### src/rtl/core/anbt_pkg.sv
// Shared types, constants and the NAL header decode for the Annex B tagger.
// No dependencies; used by anbt_line, anbt_queue and annexb_nal_unit_tagger.
package anbt_pkg;

  localparam int LineDepth  = 4;
  localparam int MaxPush    = LineDepth + 1;
  localparam int QueueDepth = MaxPush + 1;

  localparam logic [2:0] CLASS_NONE  = 3'd0;
  localparam logic [2:0] CLASS_VPS   = 3'd1;
  localparam logic [2:0] CLASS_SPS   = 3'd2;
  localparam logic [2:0] CLASS_PPS   = 3'd3;
  localparam logic [2:0] CLASS_OTHER = 3'd4;

  localparam logic [5:0] H264_TYPE_SPS = 6'd7;
  localparam logic [5:0] H264_TYPE_PPS = 6'd8;
  localparam logic [5:0] H265_TYPE_VPS = 6'd32;
  localparam logic [5:0] H265_TYPE_SPS = 6'd33;
  localparam logic [5:0] H265_TYPE_PPS = 6'd34;

  localparam logic MODE_H264 = 1'b0;

  typedef struct packed {
    logic       unit_begin;
    logic [2:0] unit_class;
    logic [5:0] unit_type;
  } tag_t;

  typedef struct packed {
    logic [7:0] data;
    tag_t       tag;
    logic       frame_end;
  } result_t;

  typedef struct packed {
    logic [2:0]               n;
    result_t [MaxPush-1:0]    ent;
  } push_t;

  function automatic tag_t header_tag(input logic mode, input logic [7:0] hdr);
    tag_t t;
    t.unit_begin = 1'b0;
    if (mode == MODE_H264) begin
      t.unit_type = {1'b0, hdr[4:0]};
      if (t.unit_type == H264_TYPE_SPS) t.unit_class = CLASS_SPS;
      else if (t.unit_type == H264_TYPE_PPS) t.unit_class = CLASS_PPS;
      else t.unit_class = CLASS_OTHER;
    end else begin
      t.unit_type = hdr[6:1];
      if (t.unit_type == H265_TYPE_VPS) t.unit_class = CLASS_VPS;
      else if (t.unit_type == H265_TYPE_SPS) t.unit_class = CLASS_SPS;
      else if (t.unit_type == H265_TYPE_PPS) t.unit_class = CLASS_PPS;
      else t.unit_class = CLASS_OTHER;
    end
    return t;
  endfunction

endpackage

### src/rtl/core/anbt_line.sv
// Four-byte delay line with start code detection and retagging.
// Depends on anbt_pkg; emits up to five results per accepted byte.
module anbt_line (
  input  logic                clk,
  input  logic                rst,
  input  logic                accept,
  input  logic [7:0]          stream_byte,
  input  logic                frame_last,
  input  logic                mode,
  output anbt_pkg::push_t     push
);

  logic [7:0]     bytes [anbt_pkg::LineDepth];
  anbt_pkg::tag_t tags  [anbt_pkg::LineDepth];
  logic [2:0]     count;
  anbt_pkg::tag_t cur;

  anbt_pkg::tag_t    htag;
  anbt_pkg::tag_t    cur_next;
  anbt_pkg::tag_t    tags_r [anbt_pkg::LineDepth];
  anbt_pkg::result_t line   [anbt_pkg::MaxPush];
  logic              hit;
  logic [2:0]        first;

  always_comb begin
    htag = anbt_pkg::header_tag(mode, stream_byte);
    hit = ((count == 3'd3) && bytes[0] == 8'h00 && bytes[1] == 8'h00 && bytes[2] == 8'h01) ||
          ((count == 3'd4) && bytes[1] == 8'h00 && bytes[2] == 8'h00 && bytes[3] == 8'h01);
    // a zero just before 00 00 01 joins the start code
    if (count == 3'd4 && bytes[0] != 8'h00) first = 3'd1;
    else first = 3'd0;
    cur_next = hit ? htag : cur;

    for (int i = 0; i < anbt_pkg::LineDepth; i++) begin
      tags_r[i] = tags[i];
      if (hit && 3'(i) >= first && 3'(i) < count) begin
        tags_r[i] = htag;
        tags_r[i].unit_begin = (3'(i) == first);
      end
    end

    for (int j = 0; j < anbt_pkg::MaxPush; j++) begin
      if (3'(j) < count) begin
        line[j].data = bytes[j % anbt_pkg::LineDepth];
        line[j].tag  = tags_r[j % anbt_pkg::LineDepth];
      end else begin
        line[j].data = stream_byte;
        line[j].tag  = cur_next;
      end
      line[j].frame_end = frame_last && (3'(j) == count);
    end

    for (int j = 0; j < anbt_pkg::MaxPush; j++) push.ent[j] = line[j];
    if (!accept) push.n = 3'd0;
    else if (frame_last) push.n = count + 3'd1;
    else if (count == 3'(anbt_pkg::LineDepth)) push.n = 3'd1;
    else push.n = 3'd0;
  end

  always_ff @(posedge clk) begin
    if (rst) begin
      count <= 3'd0;
      cur   <= '0;
    end else if (accept) begin
      if (frame_last) begin
        count <= 3'd0;
        cur   <= '0;
      end else begin
        cur <= cur_next;
        if (count == 3'(anbt_pkg::LineDepth)) begin
          count <= count;
        end else begin
          count <= count + 3'd1;
        end
      end
    end
  end

  always_ff @(posedge clk) begin
    if (accept && !frame_last) begin
      for (int i = 0; i < anbt_pkg::LineDepth; i++) begin
        if (count == 3'(anbt_pkg::LineDepth)) begin
          bytes[i] <= line[i+1].data;
          tags[i]  <= line[i+1].tag;
        end else begin
          bytes[i] <= line[i].data;
          tags[i]  <= line[i].tag;
        end
      end
    end
  end

endmodule

### src/rtl/core/anbt_queue.sv
// Six-entry result queue: takes up to five results at once, drains one per cycle while head_ready is high.
// Depends on anbt_pkg.
module anbt_queue (
  input  logic              clk,
  input  logic              rst,
  input  anbt_pkg::push_t   push,
  output logic              room,
  output logic              head_valid,
  input  logic              head_ready,
  output anbt_pkg::result_t head
);

  anbt_pkg::result_t q [anbt_pkg::QueueDepth];
  logic [2:0]        count;

  anbt_pkg::result_t sh [anbt_pkg::QueueDepth];
  anbt_pkg::result_t q_next [anbt_pkg::QueueDepth];
  logic              pop;
  logic [2:0]        cnt_p;
  logic [2:0]        k;

  assign head_valid = (count != 3'd0);
  assign head       = q[0];
  assign room       = (count <= 3'd1);
  assign pop        = head_valid && head_ready;

  always_comb begin
    cnt_p = count - {2'b00, pop};
    for (int j = 0; j < anbt_pkg::QueueDepth; j++) begin
      if (pop && j < anbt_pkg::QueueDepth - 1) sh[j] = q[j+1];
      else sh[j] = q[j];
    end
    for (int j = 0; j < anbt_pkg::QueueDepth; j++) begin
      k = 3'(j) - cnt_p;
      q_next[j] = sh[j];
      if (3'(j) >= cnt_p && k < push.n) q_next[j] = push.ent[k];
    end
  end

  always_ff @(posedge clk) begin
    if (rst) begin
      count <= 3'd0;
    end else begin
      count <= cnt_p + push.n;
    end
  end

  always_ff @(posedge clk) begin
    for (int j = 0; j < anbt_pkg::QueueDepth; j++) q[j] <= q_next[j];
  end

endmodule

### src/rtl/core/annexb_nal_unit_tagger.sv
// Top level of the Annex B NAL unit tagger: delay line plus result queue.
// Depends on anbt_pkg, anbt_line and anbt_queue.
//
//   channel   handshake              payload
//   -------   --------------------   ------------------------------------------
//   cfg       cfg_valid/cfg_ready    codec_mode
//   byte in   byte_valid/byte_ready  stream_byte, frame_last
//   tag out   tag_valid/tag_ready    out_byte, unit_class, unit_type,
//                                    unit_begin, frame_end
//
// One byte per cycle while tag_ready is high; the line holds four bytes back.
// A frame's last byte flushes up to five results, popped one per cycle on tag_ready;
// byte_ready is low while more than one result waits in the queue.
// Synchronous reset clears the line, queue and codec_mode. cfg_ready is always high.
module annexb_nal_unit_tagger (
  input  logic       clk,
  input  logic       rst,
  input  logic       cfg_valid,
  output logic       cfg_ready,
  input  logic       codec_mode,
  input  logic       byte_valid,
  output logic       byte_ready,
  input  logic [7:0] stream_byte,
  input  logic       frame_last,
  output logic       tag_valid,
  input  logic       tag_ready,
  output logic [7:0] out_byte,
  output logic [2:0] unit_class,
  output logic [5:0] unit_type,
  output logic       unit_begin,
  output logic       frame_end
);

  logic              mode;
  logic              room;
  logic              accept;
  anbt_pkg::push_t   push;
  anbt_pkg::result_t head;

  assign cfg_ready = 1'b1;
  assign byte_ready = room;
  assign accept = byte_valid && room;

  always_ff @(posedge clk) begin
    if (rst) begin
      mode <= anbt_pkg::MODE_H264;
    end else if (cfg_valid && cfg_ready) begin
      mode <= codec_mode;
    end
  end

  anbt_line u_line (
    .clk        (clk),
    .rst        (rst),
    .accept     (accept),
    .stream_byte(stream_byte),
    .frame_last (frame_last),
    .mode       (mode),
    .push       (push)
  );

  anbt_queue u_queue (
    .clk       (clk),
    .rst       (rst),
    .push      (push),
    .room      (room),
    .head_valid(tag_valid),
    .head_ready(tag_ready),
    .head      (head)
  );

  assign out_byte   = head.data;
  assign unit_class = head.tag.unit_class;
  assign unit_type  = head.tag.unit_type;
  assign unit_begin = head.tag.unit_begin;
  assign frame_end  = head.frame_end;

endmodule

### config.mk
export PLATFORM = sky130hd
export DESIGN_NAME = annexb_nal_unit_tagger
export DESIGN_NICKNAME = d
export VERILOG_FILES = /design/src/rtl/core/anbt_pkg.sv /design/src/rtl/core/anbt_line.sv /design/src/rtl/core/anbt_queue.sv /design/src/rtl/core/annexb_nal_unit_tagger.sv
export SDC_FILE = /design/constraint.sdc
export NUM_CORES = 1
export LEC_CHECK = 0
export ABC_AREA = 1
export BUFFER_PORTS_ARGS = -buffer_cell sky130_fd_sc_hd__buf_2
export CAP_MARGIN = 20
export CORE_ASPECT_RATIO = 0.6
export CORE_MARGIN = 2
export CORE_UTILIZATION = 40
export DETAILED_ROUTE_END_ITERATION = 6
export GPL_ROUTABILITY_DRIVEN = 0
export GPL_TIMING_DRIVEN = 0
export PLACE_DENSITY_LB_ADDON = 0.05
export RECOVER_POWER = 100
export SLEW_MARGIN = 15
export SYNTH_ARGS = -nofsm -noshare
export SYNTH_HDL_FRONTEND = slang
export SYNTH_SLANG_ARGS = --single-unit
export TNS_END_PERCENT = 20
### constraint.sdc
create_clock -name clk -period 7.65 [get_ports clk]
set_clock_uncertainty 0.15 [all_clocks]
set_input_delay 0.765 -clock clk [delete_from_list [all_inputs] [get_ports clk]]
set_output_delay 0.765 -clock clk [all_outputs]
set_load 0.03 [all_outputs]
## Yosys cells after proc, flatten, opt, wreduce, memory -nomap -nowiden

Memories as Yosys holds them, arrays and structs flattened.
Cells that the tools add are included.

| storage, ports and cells | value |
|---|---|
| flip-flop bits (word level) | 17 |
| RAM bits | 186 |
| bits of input ports | 15 |
| output and inout port bits | 22 |
| logic and storage cells | 170 |
| memories kept | 3 |

Memories:

| name | depth | bits a word | read ports | clocked after Yosys merged registers in | write ports | line | text |
|---|---|---|---|---|---|---|---|
| u_queue.q | 6 | 19 | 6 | 0 | 6 | anbt_queue.sv:13 | `anbt_pkg::result_t q [anbt_pkg::QueueDepth];` |
| u_line.tags | 4 | 10 | 4 | 0 | 4 | anbt_line.sv:14 | `anbt_pkg::tag_t tags [anbt_pkg::LineDepth];` |
| u_line.bytes | 4 | 8 | 4 | 0 | 4 | anbt_line.sv:13 | `logic [7:0] bytes [anbt_pkg::LineDepth];` |

| operators by class | value |
|---|---|
| add/sub/neg operators | 9 |
| $lt $le $gt $ge | 28 |
| equal/unequal tests | 17 |
| multiplexer cells | 60 |
| bitwise logic cells | 8 |
| reductions and logical operators | 39 |

Operators by type and width:

| kind | count |
|---|---|
| $bmux 19 s3 | 6 |
| $mux 19 | 17 |
| $mux 10 | 10 |
| $mux 18 | 5 |
| $mux 8 | 4 |
| $logic_and 1x1->1 | 29 |
| $mux 3 | 9 |
| $logic_not 8->1 | 3 |
| $lt 3x4->1 const B | 6 |
| $eq 6x6->1 const B | 3 |
| $lt 3x3->1 | 6 |
| $eq 8x1->1 const B | 2 |
| $mux 9 | 1 |
| $mux 1 | 8 |
| $or 1x1->1 | 8 |
| $reduce_bool 8->1 | 1 |
| $eq 2x3->1 const A | 2 |
| $ge 1x3->1 const A | 2 |
| $ge 2x3->1 const A | 2 |
| $ge 3x3->1 const A | 2 |
| $logic_not 3->1 | 2 |
| $lt 1x3->1 const A | 2 |
| $lt 2x3->1 const A | 2 |
| $sub 1x3->3 const A | 2 |
| 22 further kinds | 27 |

## Longest topological paths before layout

An unclocked memory read counts as a cell.

| logic depth | value |
|---|---|
| depth in word-level cells | 13 |
| gate-level depth with buffers | 23 |

## By module

Synthesis repeated with hierarchy kept, for this count alone.

| unflattened totals | value |
|---|---|
| cells, all modules | 2094 |
| area total of the unflattened synthesis | 14537.7 um2 |

By module, submodules not included:

| module | times used | cells an instance | area an instance (um2) | sequential area each (um2) |
|---|---|---|---|---|
| anbt_queue | 1 | 1255 | 8654.6 | 3483.3 |
| anbt_line | 1 | 828 | 5819.3 | 2422.3 |
| annexb_nal_unit_tagger | 1 | 11 | 63.8 | 20.0 |

## Least setup slack after synthesis

Ideal clock, no wire load.

| timing path | value |
|---|---|
| path kind | register -> register |
| from | reg u_queue.count[1] (netlist name) |
| to | mem u_queue.q[5][0] (netlist name) (enable) |
| data arrival time | 5.075 ns |
| required time | 7.072 ns |
| setup slack | 1.997 ns |
| cell stages (with the launch flop) | 15 |
| path buffers | 3 |
| cell sequence | dfxtp_1 -> nor2_1 -> nand2_1 -> nand2_1 -> inv_1 -> ha_1 -> ha_1 -> buf_2 -> inv_2 -> buf_1 -> ha_1 -> inv_1 -> clkbuf_1 -> ha_1 -> a221oi_1 |

RTL lines:

| item | line |
|---|---|
| end, declared | anbt_queue.sv:13 |

==> results.sh <==
export IMPL_status="finished with violations"
export IMPL_violations="max-capacitance violations, max-slew violations"
export IMPL_reg2reg_depth=21
export IMPL_critical_path_top_delay_family="buffers and inverters"
export IMPL_holdPathStages=2
export IMPL_fmax_ghz=0.141
export IMPL_firstDrtPassIters=6
export IMPL_num_rows=52
export IMPL_tightest_slew_ps=2070
export IMPL_grt_pass1_vias=12700
export IMPL_synthCells=1867
export IMPL_yosysUniqueCellTypes=47
export IMPL_dpl_cell_area_mm2=0.0145
export IMPL_timing_setup_tns_ps=0
export IMPL_slew_headroom_pct=-37.8
export IMPL_slew_viol_final=34
export IMPL_cts_sinks=203
export IMPL_max_stage_delay_ps=840
export IMPL_critPathLaunchType="register"
export IMPL_drc=0
export IMPL_ys_warn_count=0
export IMPL_cts_hold_buf=0
export IMPL_cts_resized=0
export IMPL_via_per_inst=5.77
export IMPL_hold_slack_ps=332
export IMPL_final_seq_area_mm2=0.00593
export IMPL_syn_area_mm2=0.0136
export IMPL_grt_use_total_pct=28.9
export IMPL_grt_antenna_before_repair=2
export IMPL_synth_seq_cells=203
export IMPL_path_max_fanout=19
export IMPL_die_h_um=147
export IMPL_grt_pass1_wl_um=77500
export IMPL_drtIter0Drc=1793
export IMPL_worstPathArrival_ps=7100
export IMPL_async_reset_ff_share_pct=0
export IMPL_drt_total_wl_um=52100
export IMPL_multi_input_area_mm2=0.00667
export IMPL_yosysTopAreaCellShare_pct=41.0
export IMPL_yosysTopAreaCell="edfxtp_1"
export IMPL_yosys_most_used_dff="edfxtp_1"
export IMPL_n_antenna_cell=0
export IMPL_clk_pin_slew_ps=70
export IMPL_reg2reg_slack_ps=540
export IMPL_vias=13900
export IMPL_core_area_mm2=0.0336
export IMPL_finalInstanceArea_mm2=0.0151
export IMPL_required_ps=7650
export IMPL_min_path_type="reg2reg"
export IMPL_r2r_end="u_queue.q[4][6]$_DFFE_PP_"
export IMPL_cts_buffers=22
export IMPL_syn_avg_cell_area_um2=7.30
export IMPL_io_pins=37
export IMPL_cts_tree="built"
export IMPL_critPathBufInv=10
export IMPL_clock_latency_ps=550
export IMPL_io_buffer_count=34
export IMPL_cts_htree_levels=1
export IMPL_fillers=3477
export IMPL_post_route_period_util_pct=92.9
export IMPL_syn_to_final_growth_pct=10.5
export IMPL_dieArea_mm2=0.0356
export IMPL_drv_cap=2
export IMPL_cp_common_cell="inv_1"
export IMPL_setup_viol=0
export IMPL_min_from="u_line.cur[2]$_SDFFE_PP0N_"
export IMPL_dieWidth_um=242
export IMPL_synth_seq_area_share_pct=43.5
export IMPL_initial_utilization_pct=40.5
export IMPL_finalHoldViolations=0
export IMPL_path_cells="nor2_1, nand2_1, nand2_1, inv_1, ha_1, ha_1, buf_2, inv_1, clkbuf_1, ha_1, inv_1, clkbuf_1, ha_1, a21oi_1, inv_1, a21oi_1, and2_1, clkbuf_1, inv_1, clkbuf_1, nand2_1"
export IMPL_wl_per_cell_um=21.7
export IMPL_grt_max_degree=24
export IMPL_r2r_start="u_queue.count[1]$_SDFF_PP0_"
export IMPL_drive_gt1_share_pct=4.42
export IMPL_path_class="reg2reg"
export IMPL_synth_area_top_cells="edfxtp_1 41%, nand2_1 16%, nand3_1 8.2%"
export IMPL_syn_nets=1907
export IMPL_cp_slowest_cell="nand2_1"
export IMPL_post_cts_buffers=0
export IMPL_post_route_min_period_ps=7110
export IMPL_grt_ovfl_total=0
export IMPL_cts_buffer_depth=3
export IMPL_root_buffer="clkbuf_16"
export IMPL_end_kind="register"
export IMPL_dpl_hpwl_um=41600
export IMPL_rsz0062_at_grt="no"
export IMPL_hold_end="u_line.cur[2]$_SDFFE_PP0N_"
export IMPL_nNetsFinal=1969
export IMPL_final_antenna_net_count=0
export IMPL_synth_edf_count=186
[Yosys cell counts (3+ instances only)]
cell type,number
nand3_1,222
edfxtp_1,186
o31ai_1,8
a21oi_1,113
or2_1,3
nand2_2,10
o21ai_0,180
o22a_1,16
buf_6,4
o211ai_1,5
nor2_2,3
o21ai_1,15
nand3_2,7
clkbuf_1,74
inv_1,119
ha_1,24
dfxtp_1,17
buf_1,16
nand2_1,591
nand4_1,35
nor3_1,4
nor2_1,126
buf_2,22
and2_1,8
mux2i_1,5
inv_2,10
or2_2,3
a31oi_1,16
[worst min-delay path, stage by stage, from the launching register on]
cell	delay, ps
dfxtp_1	320
nand2_1	60
a21oi_1	50
[registers in the layout (all words and copies together) (netlist names)]
| signal | flops |
|---|---|
| u_queue.q | 114 |
| u_line.tags | 40 |
| u_line.bytes | 32 |
| u_line.cur | 10 |
| u_line.count | 3 |
| u_queue.count | 3 |
| mode | 1 |
[routing by layer]
metal / up-vias / part of all wire [%] / track usage (%)
li1: 6473 / - / -
met1: 6661 / 47 / 43.9
met2: 666 / 42 / 43.5
met3: 62 / 8.8 / 4.02
met4: 0 / 1.8 / 6.23
met5: - / 0 / 0
[cells by family (layout without fill, tap and decap cells)]
kind of cell               Yosys count  count (layout)  synth area share, %
and+or+nand+nor                   1015            1015                 31.6
AOI/OAI and AO/OA                  366             366                 14.7
buffers and inverters              249             326                 7.33
DFF                                203             203                 43.5
adders and majority gates           25              25                 2.35
muxes                                5               5                0.367
xor gates and xnor gates             3               3                0.193
other                                1               1               0.0275
[cell type report]
cell class / instances / share of cell area (%)
plain buffers: 118 / 3.13
flip-flops and latches: 203 / 39.4
inverters: 131 / 3.27
multi-input cells: 1415 / 44.3
clock buffers: 24 / 3.71
clock inverters: 15 / 1.36
repair buffers: 38 / 1.06
well taps: 459 / 3.81
[per-stage QoR]
stage / util [%] / setup WS (ps) / std cells
after global routing: 44.8 / 155 / 2403
after detailed placement: 43.1 / 560 / 2364
after CTS: 45.4 / 815 / 2403
after global placement: 42.7 / 271 / 2360
final: 44.8 / 542 / 2403
after floorplan: - / 2000 / 1867
[how the worst max path moves through the flow]
stage                                            end                        start  slack, ps  cells past startpoint
after floorplan            u_queue.q[5][0]$_DFFE_PP_  u_queue.count[1]$_SDFF_PP0_       2000                     14
after global placement     u_queue.q[5][2]$_DFFE_PP_                    tag_ready        270                     13
after detailed placement  u_queue.q[4][11]$_DFFE_PP_                    tag_ready        560                     20
after CTS                  u_queue.q[4][6]$_DFFE_PP_  u_queue.count[1]$_SDFF_PP0_        810                     21
after global routing       u_queue.q[4][6]$_DFFE_PP_  u_queue.count[2]$_SDFF_PP0_        150                     21
final                      u_queue.q[4][6]$_DFFE_PP_  u_queue.count[1]$_SDFF_PP0_        540                     21
[layout by cell type (no fill, tap or decap), types with 3 or more instances in the layout]
cell type / synthesis / final
dfxtp_1: 17 / 17
nand3_2: 7 / 5
ha_1: 24 / 24
inv_2: 10 / 5
o211ai_1: 5 / 7
a21oi_1: 113 / 113
nand2_1: 591 / 595
o21ai_1: 15 / 13
o22a_1: 16 / 16
nand3_1: 222 / 224
or2_1: 3 / 3
nor3_1: 4 / 4
nand2_2: 10 / 7
clkinv_2: 0 / 3
nand4_1: 35 / 35
clkbuf_16: 0 / 22
bufinv_16: 0 / 4
and2_1: 8 / 7
inv_1: 119 / 124
clkinv_1: 2 / 5
o21ai_0: 180 / 182
buf_2: 22 / 24
clkbuf_1: 74 / 119
buf_1: 16 / 12
mux2i_1: 5 / 5
a31oi_1: 16 / 16
or2_2: 3 / 3
nor2_1: 126 / 126
nor2_2: 3 / 3
edfxtp_1: 186 / 186
o31ai_1: 8 / 8
Power is not shown: default switching activity piles up to over one toggle a cycle in this logic, so the estimate is an artifact.
